<file path="src/sv/mtp_pkg.sv">
// mtp_pkg: shared types, constants and tables of the melody text parser
// used by mtp_front, mtp_queue, mtp_back and the top level; no dependencies
`timescale 1ns / 1ps
`default_nettype none

package mtp_pkg;

    localparam int POSITION_BITS = 16;
    localparam int QUEUE_DEPTH   = 2;

    localparam logic [14:0] START_TEMPO_RESET = 15'd120;
    localparam logic [3:0]  CODE_PAUSE = 4'd0;
    localparam logic [3:0]  CODE_E     = 4'd5;
    localparam logic [3:0]  CODE_B     = 4'd12;
    localparam logic [3:0]  CODE_TEMPO = 4'd13;
    localparam logic [3:0]  CODE_SHIFT = 4'd14;

    localparam logic [1:0] KIND_NOTE  = 2'd0;
    localparam logic [1:0] KIND_END   = 2'd1;
    localparam logic [1:0] KIND_ERROR = 2'd2;

    localparam logic [2:0] ERR_BAD_SYMBOL = 3'd0;
    localparam logic [2:0] ERR_SHARP      = 3'd1;
    localparam logic [2:0] ERR_EQUALS     = 3'd2;
    localparam logic [2:0] ERR_AT         = 3'd3;
    localparam logic [2:0] ERR_SLASH      = 3'd4;
    localparam logic [2:0] ERR_ZERO_DIV   = 3'd5;

    localparam logic [15:0] MS_PER_MINUTE = 16'd60000;

    typedef enum logic [3:0] {
        PH_START, PH_PRE_BAR, PH_POST_BAR, PH_AFTER_LETTER, PH_AFTER_SHARP,
        PH_SET_START, PH_SET_DIG, PH_OCT_START, PH_OCT_DIG,
        PH_NUM_START, PH_NUM_DIG, PH_DEN_START, PH_DEN_DIG
    } phase_t;

    typedef enum logic [3:0] {
        B_IDLE, B_IDX_GO, B_IDX_WAIT, B_T_GO, B_T_WAIT,
        B_MUL, B_DUR_GO, B_DUR_WAIT, B_OUT
    } back_state_t;

    // one parsed token handed from the parser to the tone calculator
    typedef struct packed {
        logic [1:0]  kind;
        logic [3:0]  note_code;
        logic [15:0] octave;
        logic [15:0] transpose;
        logic [15:0] tempo;
        logic [15:0] numerator;
        logic [15:0] denominator;
        logic [15:0] bar_number;
        logic [2:0]  error_code;
        logic [15:0] error_pos;
        logic        last;
    } job_t;

    // bit 4 flags a valid symbol letter
    function automatic logic [4:0] letter_code(input logic [7:0] c);
        logic [7:0] lc;
        logic [4:0] r;
        begin
            lc = (c >= "A" && c <= "Z") ? c + 8'd32 : c;
            case (lc)
                "p":      r = {1'b1, CODE_PAUSE};
                "c":      r = 5'h11;
                "d":      r = 5'h13;
                "e":      r = {1'b1, CODE_E};
                "f":      r = 5'h16;
                "g":      r = 5'h18;
                "a":      r = 5'h1A;
                "b", "h": r = {1'b1, CODE_B};
                "t":      r = {1'b1, CODE_TEMPO};
                "s":      r = {1'b1, CODE_SHIFT};
                default:  r = 5'h00;
            endcase
            return r;
        end
    endfunction

    // tones of octave 5, C first
    function automatic logic [10:0] tone_base(input logic [3:0] i);
        logic [10:0] r;
        begin
            case (i)
                4'd0:    r = 11'd1047;
                4'd1:    r = 11'd1109;
                4'd2:    r = 11'd1175;
                4'd3:    r = 11'd1245;
                4'd4:    r = 11'd1319;
                4'd5:    r = 11'd1397;
                4'd6:    r = 11'd1480;
                4'd7:    r = 11'd1568;
                4'd8:    r = 11'd1661;
                4'd9:    r = 11'd1760;
                4'd10:   r = 11'd1865;
                default: r = 11'd1976;
            endcase
            return r;
        end
    endfunction

endpackage

`default_nettype wire

</file>
<file path="src/sv/mtp_div.sv">
// mtp_div: restoring unsigned divider, one quotient bit per cycle
// 34-bit dividend by 16-bit divisor; depends on nothing
`timescale 1ns / 1ps
`default_nettype none

module mtp_div (
    input  wire logic        clk,
    input  wire logic        rst_n,
    input  wire logic        start,
    input  wire logic [33:0] dividend,
    input  wire logic [15:0] divisor,
    output logic             done,
    output logic [33:0]      quotient
);
    logic [33:0] dvd_reg, dvd_next;
    logic [16:0] rem_reg, rem_next;
    logic [15:0] dsr_reg, dsr_next;
    logic [5:0]  cnt_reg, cnt_next;
    logic        busy_reg, busy_next;
    logic        done_reg, done_next;
    logic [16:0] trial;

    always_comb
    begin
        dvd_next  = dvd_reg;
        rem_next  = rem_reg;
        dsr_next  = dsr_reg;
        cnt_next  = cnt_reg;
        busy_next = busy_reg;
        done_next = 1'b0;
        trial     = {rem_reg[15:0], dvd_reg[33]};
        if (start)
        begin
            dvd_next  = dividend;
            rem_next  = '0;
            dsr_next  = divisor;
            cnt_next  = 6'd34;
            busy_next = 1'b1;
        end
        else if (busy_reg)
        begin
            if (trial >= {1'b0, dsr_reg})
            begin
                rem_next = trial - {1'b0, dsr_reg};
                dvd_next = {dvd_reg[32:0], 1'b1};
            end
            else
            begin
                rem_next = trial;
                dvd_next = {dvd_reg[32:0], 1'b0};
            end
            cnt_next = cnt_reg - 6'd1;
            if (cnt_reg == 6'd1)
            begin
                busy_next = 1'b0;
                done_next = 1'b1;
            end
        end
    end

    always_ff @(posedge clk or negedge rst_n)
    begin
        if (!rst_n)
        begin
            busy_reg <= 1'b0;
            done_reg <= 1'b0;
            cnt_reg  <= '0;
        end
        else
        begin
            busy_reg <= busy_next;
            done_reg <= done_next;
            cnt_reg  <= cnt_next;
        end
    end

    always_ff @(posedge clk)
    begin
        dvd_reg <= dvd_next;
        rem_reg <= rem_next;
        dsr_reg <= dsr_next;
    end

    assign done     = done_reg;
    assign quotient = dvd_reg;

endmodule

`default_nettype wire

</file>
<file path="src/sv/mtp_queue.sv">
// mtp_queue: short job queue between parser and tone calculator
// depends on mtp_pkg for job_t and QUEUE_DEPTH
`timescale 1ns / 1ps
`default_nettype none

module mtp_queue (
    input  wire logic        clk,
    input  wire logic        rst_n,
    input  wire logic        push,
    input  mtp_pkg::job_t    push_data,
    output logic             full,
    input  wire logic        pop,
    output mtp_pkg::job_t    pop_data,
    output logic             empty
);
    import mtp_pkg::*;

    localparam int PW = $clog2(QUEUE_DEPTH);

    job_t          mem_reg [QUEUE_DEPTH];
    logic [PW-1:0] wr_reg, wr_next;
    logic [PW-1:0] rd_reg, rd_next;
    logic [PW:0]   cnt_reg, cnt_next;

    assign full     = (cnt_reg == (PW+1)'(QUEUE_DEPTH));
    assign empty    = (cnt_reg == '0);
    assign pop_data = mem_reg[rd_reg];

    always_comb
    begin
        wr_next  = wr_reg;
        rd_next  = rd_reg;
        cnt_next = cnt_reg;
        if (push)
            wr_next = (wr_reg == PW'(QUEUE_DEPTH - 1)) ? '0 : wr_reg + PW'(1);
        if (pop)
            rd_next = (rd_reg == PW'(QUEUE_DEPTH - 1)) ? '0 : rd_reg + PW'(1);
        if (push && !pop)
            cnt_next = cnt_reg + (PW+1)'(1);
        else if (pop && !push)
            cnt_next = cnt_reg - (PW+1)'(1);
    end

    always_ff @(posedge clk or negedge rst_n)
    begin
        if (!rst_n)
        begin
            wr_reg  <= '0;
            rd_reg  <= '0;
            cnt_reg <= '0;
        end
        else
        begin
            wr_reg  <= wr_next;
            rd_reg  <= rd_next;
            cnt_reg <= cnt_next;
        end
    end

    always_ff @(posedge clk)
    begin
        if (push)
            mem_reg[wr_reg] <= push_data;
    end

endmodule

`default_nettype wire

</file>
<file path="src/sv/mtp_front.sv">
// mtp_front: character parser, walks one parse phase per cycle while the queue has room
// depends on mtp_pkg; pushes note, end and error jobs into mtp_queue
`timescale 1ns / 1ps
`default_nettype none

module mtp_front (
    input  wire logic        clk,
    input  wire logic        rst_n,
    input  wire logic        cfg_we,
    input  wire logic [14:0] cfg_wdata,
    input  wire logic        in_valid,
    output logic             in_ready,
    input  wire logic [7:0]  ch,
    input  wire logic        first,
    output logic             push,
    output mtp_pkg::job_t    push_data,
    input  wire logic        q_full
);
    import mtp_pkg::*;

    localparam int PB = POSITION_BITS;

    logic [14:0]   st_tempo_reg;
    phase_t        phase_reg, phase_next;
    logic [15:0]   bar_reg, bar_next;
    logic [15:0]   tempo_reg, tempo_next;
    logic [15:0]   transp_reg, transp_next;
    logic [3:0]    pend_reg, pend_next;
    logic [15:0]   oct_reg, oct_next;
    logic [15:0]   acc_reg, acc_next;
    logic          neg_reg, neg_next;
    logic [15:0]   num_reg, num_next;
    logic [PB-1:0] idx_reg, idx_next;
    logic          halt_reg, halt_next;
    logic          busy_reg, busy_next;
    logic [7:0]    ch_reg, ch_next;

    logic          is_digit, err, fin, want;
    logic [2:0]    err_code;
    logic [4:0]    lcode;
    logic [18:0]   acc_wide;
    logic [15:0]   val;
    job_t          job;

    assign in_ready = !busy_reg;
    assign is_digit = (ch_reg >= "0") && (ch_reg <= "9");
    assign lcode    = letter_code(ch_reg);
    assign acc_wide = 19'(acc_reg) * 19'd10 + 19'(ch_reg - 8'd48);
    assign val      = neg_reg ? 16'(-acc_reg) :
                      (acc_reg > 16'd32767 ? 16'd32767 : acc_reg);

    always_comb
    begin
        phase_next  = phase_reg;
        bar_next    = bar_reg;
        tempo_next  = tempo_reg;
        transp_next = transp_reg;
        pend_next   = pend_reg;
        oct_next    = oct_reg;
        acc_next    = acc_reg;
        neg_next    = neg_reg;
        num_next    = num_reg;
        idx_next    = idx_reg;
        halt_next   = halt_reg;
        busy_next   = busy_reg;
        ch_next     = ch_reg;
        err         = 1'b0;
        err_code    = ERR_BAD_SYMBOL;
        fin         = 1'b0;
        want        = 1'b0;
        job         = '0;
        job.bar_number = bar_reg;

        if (!busy_reg)
        begin
            if (in_valid)
            begin
                ch_next = ch;
                if (first)
                begin
                    phase_next  = PH_START;
                    bar_next    = '0;
                    tempo_next  = 16'(st_tempo_reg);
                    transp_next = '0;
                    pend_next   = '0;
                    oct_next    = '0;
                    acc_next    = '0;
                    neg_next    = 1'b0;
                    num_next    = '0;
                    idx_next    = '0;
                    halt_next   = 1'b0;
                end
                busy_next = first || !halt_reg;
            end
        end
        else
        begin
            unique case (phase_reg)
                PH_START:
                begin
                    if (ch_reg == 8'd0)
                    begin
                        want      = 1'b1;
                        job.kind  = KIND_END;
                        job.last  = 1'b1;
                        halt_next = 1'b1;
                        fin       = 1'b1;
                    end
                    else
                        phase_next = PH_PRE_BAR;
                end
                PH_PRE_BAR, PH_POST_BAR:
                begin
                    if (ch_reg == " ")
                        fin = 1'b1;
                    else if (ch_reg == "|" && phase_reg == PH_PRE_BAR)
                    begin
                        if (bar_reg != 16'hFFFF)
                            bar_next = bar_reg + 16'd1;
                        phase_next = PH_POST_BAR;
                        fin        = 1'b1;
                    end
                    else if (!lcode[4])
                    begin
                        err      = 1'b1;
                        err_code = ERR_BAD_SYMBOL;
                    end
                    else
                    begin
                        pend_next  = lcode[3:0];
                        phase_next = PH_AFTER_LETTER;
                        fin        = 1'b1;
                    end
                end
                PH_AFTER_LETTER:
                begin
                    if (ch_reg == "#")
                    begin
                        if (pend_reg == CODE_PAUSE || pend_reg == CODE_E ||
                            pend_reg == CODE_B || pend_reg == CODE_TEMPO ||
                            pend_reg == CODE_SHIFT)
                        begin
                            err      = 1'b1;
                            err_code = ERR_SHARP;
                        end
                        else
                        begin
                            pend_next  = pend_reg + 4'd1;
                            phase_next = PH_AFTER_SHARP;
                            fin        = 1'b1;
                        end
                    end
                    else
                        phase_next = PH_AFTER_SHARP;
                end
                PH_AFTER_SHARP:
                begin
                    acc_next = '0;
                    neg_next = 1'b0;
                    if (pend_reg == CODE_TEMPO || pend_reg == CODE_SHIFT)
                    begin
                        if (ch_reg != "=")
                        begin
                            err      = 1'b1;
                            err_code = ERR_EQUALS;
                        end
                        else
                        begin
                            phase_next = PH_SET_START;
                            fin        = 1'b1;
                        end
                    end
                    else if (pend_reg == CODE_PAUSE)
                    begin
                        if (ch_reg != "@")
                        begin
                            err      = 1'b1;
                            err_code = ERR_AT;
                        end
                        else
                        begin
                            phase_next = PH_NUM_START;
                            fin        = 1'b1;
                        end
                    end
                    else
                        phase_next = PH_OCT_START;
                end
                PH_SET_START, PH_OCT_START, PH_NUM_START, PH_DEN_START:
                begin
                    if (ch_reg == "-")
                    begin
                        neg_next = 1'b1;
                        fin      = 1'b1;
                    end
                    phase_next = phase_t'(phase_reg + 4'd1);
                end
                PH_SET_DIG:
                begin
                    if (is_digit)
                        fin = 1'b1;
                    else
                    begin
                        if (pend_reg == CODE_TEMPO)
                            tempo_next = val;
                        else
                            transp_next = val;
                        phase_next = PH_START;
                    end
                end
                PH_OCT_DIG, PH_NUM_DIG:
                begin
                    if (is_digit)
                        fin = 1'b1;
                    else
                    begin
                        if (phase_reg == PH_OCT_DIG)
                            oct_next = val;
                        else
                            num_next = val;
                        if (ch_reg != (phase_reg == PH_OCT_DIG ? "@" : "/"))
                        begin
                            err      = 1'b1;
                            err_code = (phase_reg == PH_OCT_DIG) ? ERR_AT : ERR_SLASH;
                        end
                        else
                        begin
                            acc_next   = '0;
                            neg_next   = 1'b0;
                            phase_next = (phase_reg == PH_OCT_DIG) ? PH_NUM_START
                                                                   : PH_DEN_START;
                            fin        = 1'b1;
                        end
                    end
                end
                PH_DEN_DIG:
                begin
                    if (is_digit)
                        fin = 1'b1;
                    else if (val == '0 || tempo_reg == '0)
                    begin
                        err      = 1'b1;
                        err_code = ERR_ZERO_DIV;
                    end
                    else
                    begin
                        want            = 1'b1;
                        job.kind        = KIND_NOTE;
                        job.note_code   = pend_reg;
                        job.octave      = oct_reg;
                        job.transpose   = transp_reg;
                        job.tempo       = tempo_reg;
                        job.numerator   = num_reg;
                        job.denominator = val;
                        // the same character restarts a token: end or bad symbol follows
                        job.last = !(ch_reg == 8'd0 ||
                                     (ch_reg != " " && ch_reg != "|" && !lcode[4]));
                        phase_next = PH_START;
                    end
                end
                default:
                    phase_next = PH_START;
            endcase

            if (is_digit && (phase_reg == PH_SET_DIG || phase_reg == PH_OCT_DIG ||
                             phase_reg == PH_NUM_DIG || phase_reg == PH_DEN_DIG))
                acc_next = (acc_wide > 19'd32768) ? 16'd32768 : acc_wide[15:0];

            if (err)
            begin
                want           = 1'b1;
                job            = '0;
                job.kind       = KIND_ERROR;
                job.bar_number = bar_reg;
                job.error_code = err_code;
                job.error_pos  = 16'(idx_reg);
                job.last       = 1'b1;
                halt_next      = 1'b1;
                fin            = 1'b1;
            end
            if (fin)
            begin
                busy_next = 1'b0;
                if (idx_reg != '1)
                    idx_next = idx_reg + PB'(1);
            end

            // no room for the result: hold everything and retry
            if (want && q_full)
            begin
                phase_next  = phase_reg;
                bar_next    = bar_reg;
                tempo_next  = tempo_reg;
                transp_next = transp_reg;
                pend_next   = pend_reg;
                oct_next    = oct_reg;
                acc_next    = acc_reg;
                neg_next    = neg_reg;
                num_next    = num_reg;
                idx_next    = idx_reg;
                halt_next   = halt_reg;
                busy_next   = busy_reg;
            end
        end
    end

    assign push      = want && !q_full;
    assign push_data = job;

    always_ff @(posedge clk or negedge rst_n)
    begin
        if (!rst_n)
        begin
            st_tempo_reg <= START_TEMPO_RESET;
            phase_reg    <= PH_START;
            bar_reg      <= '0;
            tempo_reg    <= 16'(START_TEMPO_RESET);
            transp_reg   <= '0;
            pend_reg     <= '0;
            oct_reg      <= '0;
            acc_reg      <= '0;
            neg_reg      <= 1'b0;
            num_reg      <= '0;
            idx_reg      <= '0;
            halt_reg     <= 1'b1;
            busy_reg     <= 1'b0;
        end
        else
        begin
            if (cfg_we)
                st_tempo_reg <= cfg_wdata;
            phase_reg  <= phase_next;
            bar_reg    <= bar_next;
            tempo_reg  <= tempo_next;
            transp_reg <= transp_next;
            pend_reg   <= pend_next;
            oct_reg    <= oct_next;
            acc_reg    <= acc_next;
            neg_reg    <= neg_next;
            num_reg    <= num_next;
            idx_reg    <= idx_next;
            halt_reg   <= halt_next;
            busy_reg   <= busy_next;
        end
    end

    always_ff @(posedge clk)
    begin
        ch_reg <= ch_next;
    end

endmodule

`default_nettype wire

</file>
<file path="src/sv/mtp_back.sv">
// mtp_back: tone calculator, frequency by table, duration through one shared divider
// depends on mtp_pkg and mtp_div; drains jobs from mtp_queue into the output register
`timescale 1ns / 1ps
`default_nettype none

module mtp_back (
    input  wire logic        clk,
    input  wire logic        rst_n,
    input  wire logic        q_empty,
    input  mtp_pkg::job_t    q_data,
    output logic             pop,
    output logic             out_valid,
    input  wire logic        out_ready,
    output logic [1:0]       kind,
    output logic [3:0]       note_code,
    output logic [15:0]      freq_hz,
    output logic [23:0]      duration_ms,
    output logic [15:0]      bar_number,
    output logic [2:0]       error_code,
    output logic [15:0]      error_pos,
    output logic             last
);
    import mtp_pkg::*;

    back_state_t state_reg, state_next;
    job_t        job_reg;
    logic [15:0] freq_reg, freq_next;
    logic [23:0] dur_reg, dur_next;
    logic [15:0] tq_reg, tq_next;
    logic [33:0] prod_reg, prod_next;
    logic        sign_reg, sign_next;
    logic [15:0] octq_reg, octq_next;
    logic [3:0]  semi_reg, semi_next;
    logic        ov_reg;
    logic [1:0]  o_kind_reg;
    logic [3:0]  o_note_reg;
    logic [15:0] o_freq_reg;
    logic [23:0] o_dur_reg;
    logic [15:0] o_bar_reg;
    logic [2:0]  o_err_reg;
    logic [15:0] o_pos_reg;
    logic        o_last_reg;

    logic        div_start, div_done;
    logic [33:0] div_dvd, div_q;
    logic [15:0] div_dsr;

    logic signed [21:0] idx_s;
    logic [19:0] idx_u;
    logic [35:0] q3_prod;
    logic [16:0] pq;
    logic [19:0] q12;
    logic [3:0]  pr;
    logic [15:0] oct_q;
    logic [10:0] base;
    logic [17:0] f_up;
    logic [15:0] f_calc;
    logic [15:0] mag_t, mag_n, mag_d;
    logic        out_free;

    mtp_div u_div (
        .clk       (clk),
        .rst_n     (rst_n),
        .start     (div_start),
        .dividend  (div_dvd),
        .divisor   (div_dsr),
        .done      (div_done),
        .quotient  (div_q)
    );

    assign out_free = !ov_reg || out_ready;

    // pitch index, clamped at zero
    assign idx_s = 22'($signed({1'b0, job_reg.note_code})) - 22'sd1
                 + ($signed(22'($signed(job_reg.octave))) <<< 3)
                 + ($signed(22'($signed(job_reg.octave))) <<< 2)
                 + 22'($signed(job_reg.transpose));
    assign idx_u = idx_s[21] ? '0 : idx_s[19:0];

    // split by twelve: quarter the index, then divide by three with a reciprocal
    assign q3_prod = 36'(idx_u[19:2]) * 36'd174763;
    assign pq      = q3_prod[35:19];
    assign q12     = 20'({pq, 3'b000}) + 20'({pq, 2'b00});
    assign pr      = idx_u[3:0] - q12[3:0];

    assign oct_q = octq_reg;
    assign base  = tone_base(semi_reg);
    assign f_up  = 18'(base) << (oct_q - 16'd5);
    always_comb
    begin
        if (oct_q >= 16'd5)
        begin
            if (oct_q > 16'd11)
                f_calc = 16'hFFFF;
            else
                f_calc = (f_up > 18'h0FFFF) ? 16'hFFFF : f_up[15:0];
        end
        else
            f_calc = 16'(base >> (16'd5 - oct_q));
    end

    assign mag_t = job_reg.tempo[15]       ? 16'(-job_reg.tempo)       : job_reg.tempo;
    assign mag_n = job_reg.numerator[15]   ? 16'(-job_reg.numerator)   : job_reg.numerator;
    assign mag_d = job_reg.denominator[15] ? 16'(-job_reg.denominator) : job_reg.denominator;

    // next state
    always_comb
    begin
        state_next = state_reg;
        unique case (state_reg)
            B_IDLE:
                if (!q_empty)
                    state_next = (q_data.kind == KIND_NOTE) ? B_IDX_GO : B_OUT;
            B_IDX_GO:
                state_next = (job_reg.note_code == CODE_PAUSE) ? B_T_GO : B_IDX_WAIT;
            B_IDX_WAIT:
                state_next = B_T_GO;
            B_T_GO:
                state_next = B_T_WAIT;
            B_T_WAIT:
                if (div_done)
                    state_next = B_MUL;
            B_MUL:
                state_next = B_DUR_GO;
            B_DUR_GO:
                state_next = B_DUR_WAIT;
            B_DUR_WAIT:
                if (div_done)
                    state_next = B_OUT;
            B_OUT:
                if (out_free)
                    state_next = B_IDLE;
            default:
                state_next = B_IDLE;
        endcase
    end

    // datapath controls
    always_comb
    begin
        pop       = 1'b0;
        div_start = 1'b0;
        div_dvd   = 34'(MS_PER_MINUTE);
        div_dsr   = mag_t;
        freq_next = freq_reg;
        dur_next  = dur_reg;
        tq_next   = tq_reg;
        prod_next = prod_reg;
        sign_next = sign_reg;
        octq_next = octq_reg;
        semi_next = semi_reg;
        unique case (state_reg)
            B_IDLE:
            begin
                pop       = !q_empty;
                freq_next = '0;
                dur_next  = '0;
            end
            B_IDX_GO:
            begin
                octq_next = pq[15:0];
                semi_next = pr;
            end
            B_IDX_WAIT:
                freq_next = f_calc;
            B_T_GO:
            begin
                div_start = 1'b1;
                div_dvd   = 34'(MS_PER_MINUTE);
                div_dsr   = mag_t;
            end
            B_T_WAIT:
                if (div_done)
                    tq_next = div_q[15:0];
            B_MUL:
            begin
                prod_next = {(32'(tq_reg) * 32'(mag_n)), 2'b00};
                sign_next = job_reg.tempo[15] ^ job_reg.numerator[15]
                          ^ job_reg.denominator[15];
            end
            B_DUR_GO:
            begin
                div_start = 1'b1;
                div_dvd   = prod_reg;
                div_dsr   = mag_d;
            end
            B_DUR_WAIT:
                if (div_done)
                begin
                    if (sign_reg)
                        dur_next = '0;
                    else
                        dur_next = (div_q > 34'hFFFFFF) ? 24'hFFFFFF : div_q[23:0];
                end
            B_OUT:
            begin
            end
            default:
            begin
            end
        endcase
    end

    always_ff @(posedge clk or negedge rst_n)
    begin
        if (!rst_n)
        begin
            state_reg <= B_IDLE;
            ov_reg    <= 1'b0;
        end
        else
        begin
            state_reg <= state_next;
            if (state_reg == B_OUT && out_free)
                ov_reg <= 1'b1;
            else if (out_ready)
                ov_reg <= 1'b0;
        end
    end

    always_ff @(posedge clk)
    begin
        if (pop)
            job_reg <= q_data;
        freq_reg <= freq_next;
        dur_reg  <= dur_next;
        tq_reg   <= tq_next;
        prod_reg <= prod_next;
        sign_reg <= sign_next;
        octq_reg <= octq_next;
        semi_reg <= semi_next;
        if (state_reg == B_OUT && out_free)
        begin
            o_kind_reg <= job_reg.kind;
            o_note_reg <= job_reg.note_code;
            o_freq_reg <= freq_reg;
            o_dur_reg  <= dur_reg;
            o_bar_reg  <= job_reg.bar_number;
            o_err_reg  <= job_reg.error_code;
            o_pos_reg  <= job_reg.error_pos;
            o_last_reg <= job_reg.last;
        end
    end

    assign out_valid   = ov_reg;
    assign kind        = o_kind_reg;
    assign note_code   = o_note_reg;
    assign freq_hz     = o_freq_reg;
    assign duration_ms = o_dur_reg;
    assign bar_number  = o_bar_reg;
    assign error_code  = o_err_reg;
    assign error_pos   = o_pos_reg;
    assign last        = o_last_reg;

endmodule

`default_nettype wire

</file>
<file path="src/sv/melody_text_to_tone_parser.sv">
// a character walks the parser one parse phase per cycle while the queue has room
// and is dropped while the parser is halted
// a note beat splits the pitch by twelve and makes two divisions
// (60000 by tempo, product by denominator) on one divider of the tone calculator
// end and error beats skip the divider; a 2-entry queue lets the parser run ahead
// reset: parser halted until a character with first set, start tempo 120
`timescale 1ns / 1ps
`default_nettype none

module melody_text_to_tone_parser (
    input  wire logic        clk,
    input  wire logic        rst_n,
    input  wire logic        cfg_we,
    input  wire logic [14:0] cfg_wdata,
    input  wire logic        in_valid,
    output logic             in_ready,
    input  wire logic [7:0]  ch,
    input  wire logic        first,
    output logic             out_valid,
    input  wire logic        out_ready,
    output logic [1:0]       kind,
    output logic [3:0]       note_code,
    output logic [15:0]      freq_hz,
    output logic [23:0]      duration_ms,
    output logic [15:0]      bar_number,
    output logic [2:0]       error_code,
    output logic [15:0]      error_pos,
    output logic             last
);
    import mtp_pkg::*;

    logic push, pop, q_full, q_empty;
    job_t push_data, pop_data;

    mtp_front u_front (
        .clk       (clk),
        .rst_n     (rst_n),
        .cfg_we    (cfg_we),
        .cfg_wdata (cfg_wdata),
        .in_valid  (in_valid),
        .in_ready  (in_ready),
        .ch        (ch),
        .first     (first),
        .push      (push),
        .push_data (push_data),
        .q_full    (q_full)
    );

    mtp_queue u_queue (
        .clk       (clk),
        .rst_n     (rst_n),
        .push      (push),
        .push_data (push_data),
        .full      (q_full),
        .pop       (pop),
        .pop_data  (pop_data),
        .empty     (q_empty)
    );

    mtp_back u_back (
        .clk         (clk),
        .rst_n       (rst_n),
        .q_empty     (q_empty),
        .q_data      (pop_data),
        .pop         (pop),
        .out_valid   (out_valid),
        .out_ready   (out_ready),
        .kind        (kind),
        .note_code   (note_code),
        .freq_hz     (freq_hz),
        .duration_ms (duration_ms),
        .bar_number  (bar_number),
        .error_code  (error_code),
        .error_pos   (error_pos),
        .last        (last)
    );

endmodule

`default_nettype wire

</file>
<file path="config.mk">
export PLATFORM = sky130hd
export DESIGN_NAME = melody_text_to_tone_parser
export DESIGN_NICKNAME = d
export VERILOG_FILES = /design/src/sv/mtp_pkg.sv /design/src/sv/mtp_div.sv /design/src/sv/mtp_queue.sv /design/src/sv/mtp_front.sv /design/src/sv/mtp_back.sv /design/src/sv/melody_text_to_tone_parser.sv
export SDC_FILE = /design/constraint.sdc
export NUM_CORES = 2
export LEC_CHECK = 0
export BUFFER_PORTS_ARGS = -buffer_cell sky130_fd_sc_hd__buf_2
export CORE_ASPECT_RATIO = 1.1
export CORE_MARGIN = 4
export CORE_UTILIZATION = 60
export CTS_CLUSTER_SIZE = 8
export DETAILED_ROUTE_END_ITERATION = 16
export PLACE_DENSITY = 0.75
export SLEW_MARGIN = 20
export SYNTH_ARGS = -nofsm -noshare
export SYNTH_HDL_FRONTEND = slang
export SYNTH_HIERARCHICAL = 1
export SYNTH_SLANG_ARGS = --single-unit
</file>
<file path="constraint.sdc">
create_clock -name clk -period 37.9 [get_ports clk]
set_input_delay 3.79 -clock clk [delete_from_list [all_inputs] [get_ports clk]]
set_output_delay 3.79 -clock clk [all_outputs]
set_load 0.02 [all_outputs]
</file>
==> flow_metrics.env <==
export IMPL_async_flop_share_pct=19.5
export IMPL_numPortBuffers=112
export IMPL_vias=34800
export IMPL_fin_worst_skew_ps=59.5
export IMPL_synth_edf_count=615
export IMPL_crit_fanout=17
export IMPL_drtIter0Drc=2311
export IMPL_whs_ps=414
export IMPL_post_cts_buffers=0
export IMPL_fin_nets=5489
export IMPL_clkSlewWorstSetupHoldPaths_ps=50
export IMPL_post_synth_top_count_cell="edfxtp_1"
export IMPL_dieArea_mm2=0.0941
export IMPL_syn_avg_cell_area_um2=11.5
export IMPL_globalRouteOverflowTotal=0
export IMPL_cts_resized=0
export IMPL_wl_met3_mm=5.47
export IMPL_synth_distinct_cells=127
export IMPL_pin_count=113
export IMPL_maxCapViolCount=0
export IMPL_antenna_found_initial=1
export IMPL_wl_met2_mm=57.4
export IMPL_status="finished clean"
export IMPL_cts_tree="yes"
export IMPL_die_w_um=293
export IMPL_layout_drive_gt1_share_pct=12.5
export IMPL_core_rowCount=114
export IMPL_hold_violations=0
export IMPL_fin_crit_ps=13180
export IMPL_critPathCaptureType="flop"
export IMPL_coreArea_mm2=0.0881
export IMPL_clockBufferDepth=3
export IMPL_yosys_top_cells_count="edfxtp_1, inv_1, ha_1"
export IMPL_largest_reg_flops=244
export IMPL_wirelength_mm=116
export IMPL_top_layer="met4"
export IMPL_tns_ps=0
export IMPL_wl_per_cell_um=19.3
export IMPL_ys_flop_type="edfxtp_1"
export IMPL_cpMaxStageDelayCell="or3b_2"
export IMPL_grt_start_max_net_pins=78
export IMPL_gp_congestion=0.916
export IMPL_cp_required_ps=38490
export IMPL_area_growth_synth_to_final_pct=9.11
export IMPL_cts_made_buffers=110
export IMPL_first_global_vias=35900
export IMPL_rsz0062_at_grt="false"
export IMPL_drv_slew=0
export IMPL_synth_top_area_cell="edfxtp_1"
export IMPL_htree_levels=3
export IMPL_yosysSeqAreaShare_pct=42.7
export IMPL_fmax_ghz=0.0759
export IMPL_clk_latency_ps=690
export IMPL_hpwl_mm=83.1
export IMPL_synth_warnings=6
export IMPL_critPathLaunchType="flop"
export IMPL_yosys_top_cells_area="edfxtp_1, fa_1, ha_1, dfrtp_1, inv_1"
export IMPL_worstHoldPathType="flop to flop"
export IMPL_ant_nets=0
export IMPL_syn_cell_area_mm2=0.0535
export IMPL_grt_pass1_wl_mm=190
export IMPL_cts_hold_buf=0
export IMPL_synth_seq_cells=796
export IMPL_period_share_pct=34.8
export IMPL_max_stage_delay_ps=730
export IMPL_cp_arrival_ps=13770
export IMPL_synthCells=4658
export IMPL_track_usage_pct=25.0
export IMPL_routed_via_density=5.81
export IMPL_setup_viol=0
export IMPL_slew_headroom_pct=20.4
export IMPL_clock_sinks=796
export IMPL_start_util_pct=60.7
export IMPL_drt_first_pass_iters=5
export IMPL_netlist_area_leader_share_pct=34.5
export IMPL_die_h_um=321
export IMPL_tightest_slew_ps=1190
export IMPL_m1WireLength_mm=49.4
export IMPL_cts_root_buffer="clkbuf_16"
export IMPL_crit_type="flop to flop"
export IMPL_drc=0
==> metrics by stage <==
stage               instance area [um^2]  setup WS [ps]  util, %  instances
global route                       58400          23960     66.3       5997
detailed placement                 55000          24570     62.4       5788
global placement                   55000          25150     62.4       5788
finish                             58400          24720     66.3       5998
floorplan                          53500          23000        -       4659
CTS                                58400          24500     66.2       5997
==> layout make-up <==
type                       instances  area (um^2)
inverter                         576         2160
sequential                       796        22900
fill                            6588        29700
clock buffer                     200         3100
clock inverter                     9          235
antenna                            1         2.50
timing repair buffer             142          792
multi-input combinational       3114        27800
tap                             1160         1450
==> cell usage in the layout (no fill, tap or decap), drive strengths merged, types with 16 or more instances in the layout <==
cell and count:
a211oi 37, a21o 36, a21oi 175, a22o 21, a31oi 25, a41oi 17, and2 179, and3 31
buf 142, clkbuf 200, dfrtp 146, dfxtp 26, edfxtp 615, fa 335, ha 385, inv 577
mux2 222, mux2i 25, nand2 376, nand2b 37, nand3 71, nand4 25, nor2 185, nor2b 92
nor3 76, nor3b 25, nor4 24, o211ai 18, o21a 43, o21ai 152, o2bb2ai 16, o31ai 40
or2 22, or3 39, xnor2 101, xor2 63
==> critical path, delay by kind of cell, from the launching register on <==
kind | cells | cell delay (ps)
flip-flops | 1 | 400
XOR/XNOR | 3 | 860
multiplexers | 1 | 400
AO/OA/AOI/OAI | 9 | 2360
adder cells (fa/ha/maj) | 12 | 4880
buffers and inverters | 4 | 300
AND/OR/NAND/NOR | 11 | 3830
==> layer usage <==
metal | global-route usage [%] | up-vias
met4 | 8.06 | 0
met5 | 0 | -
met1 | 33.5 | 17200
met2 | 42.6 | 948
met3 | 3.52 | 200
li1 | - | 16500
==> cell families (layout without fill, tap and decap cells) <==
logic type / after synthesis / in the layout / share of synthesized area (%)
AO/OA/AOI/OAI: 735 / 735 / 9.45
XOR/XNOR: 164 / 164 / 2.68
adder cells (fa/ha/maj): 722 / 722 / 21.6
buffers and inverters: 749 / 927 / 5.69
flip-flops: 796 / 796 / 42.7
multiplexers: 251 / 251 / 5.80
other: 1 / 3 / 0.00701
AND/OR/NAND/NOR: 1240 / 1240 / 12.1
==> worst paths after layout <==
kind / start / endpoint / slack, ps / cells after the start
hold reg to reg: u_back/job_reg[30]$_DFFE_PP_ / u_back/bar_number[10]$_DFFE_PP_ / 410 / 0
setup / recovery: u_back/job_reg[116]$_DFFE_PP_ / u_back/base[6]$_DFF_P_ / 24720 / 40
hold / removal: u_back/job_reg[30]$_DFFE_PP_ / u_back/bar_number[10]$_DFFE_PP_ / 410 / 0
max in group asynchronous: rst_n / u_front/acc_reg[14]$_DFFE_PN0P_ / 32940 / 3
min in group asynchronous: rst_n / u_front/bar_reg[4]$_DFFE_PN0P_ / 3010 / 1
setup reg to reg: u_back/job_reg[116]$_DFFE_PP_ / u_back/base[6]$_DFF_P_ / 24720 / 40
Power is not shown: default switching activity piles up to over one toggle a cycle in this logic, so the estimate is an artifact.
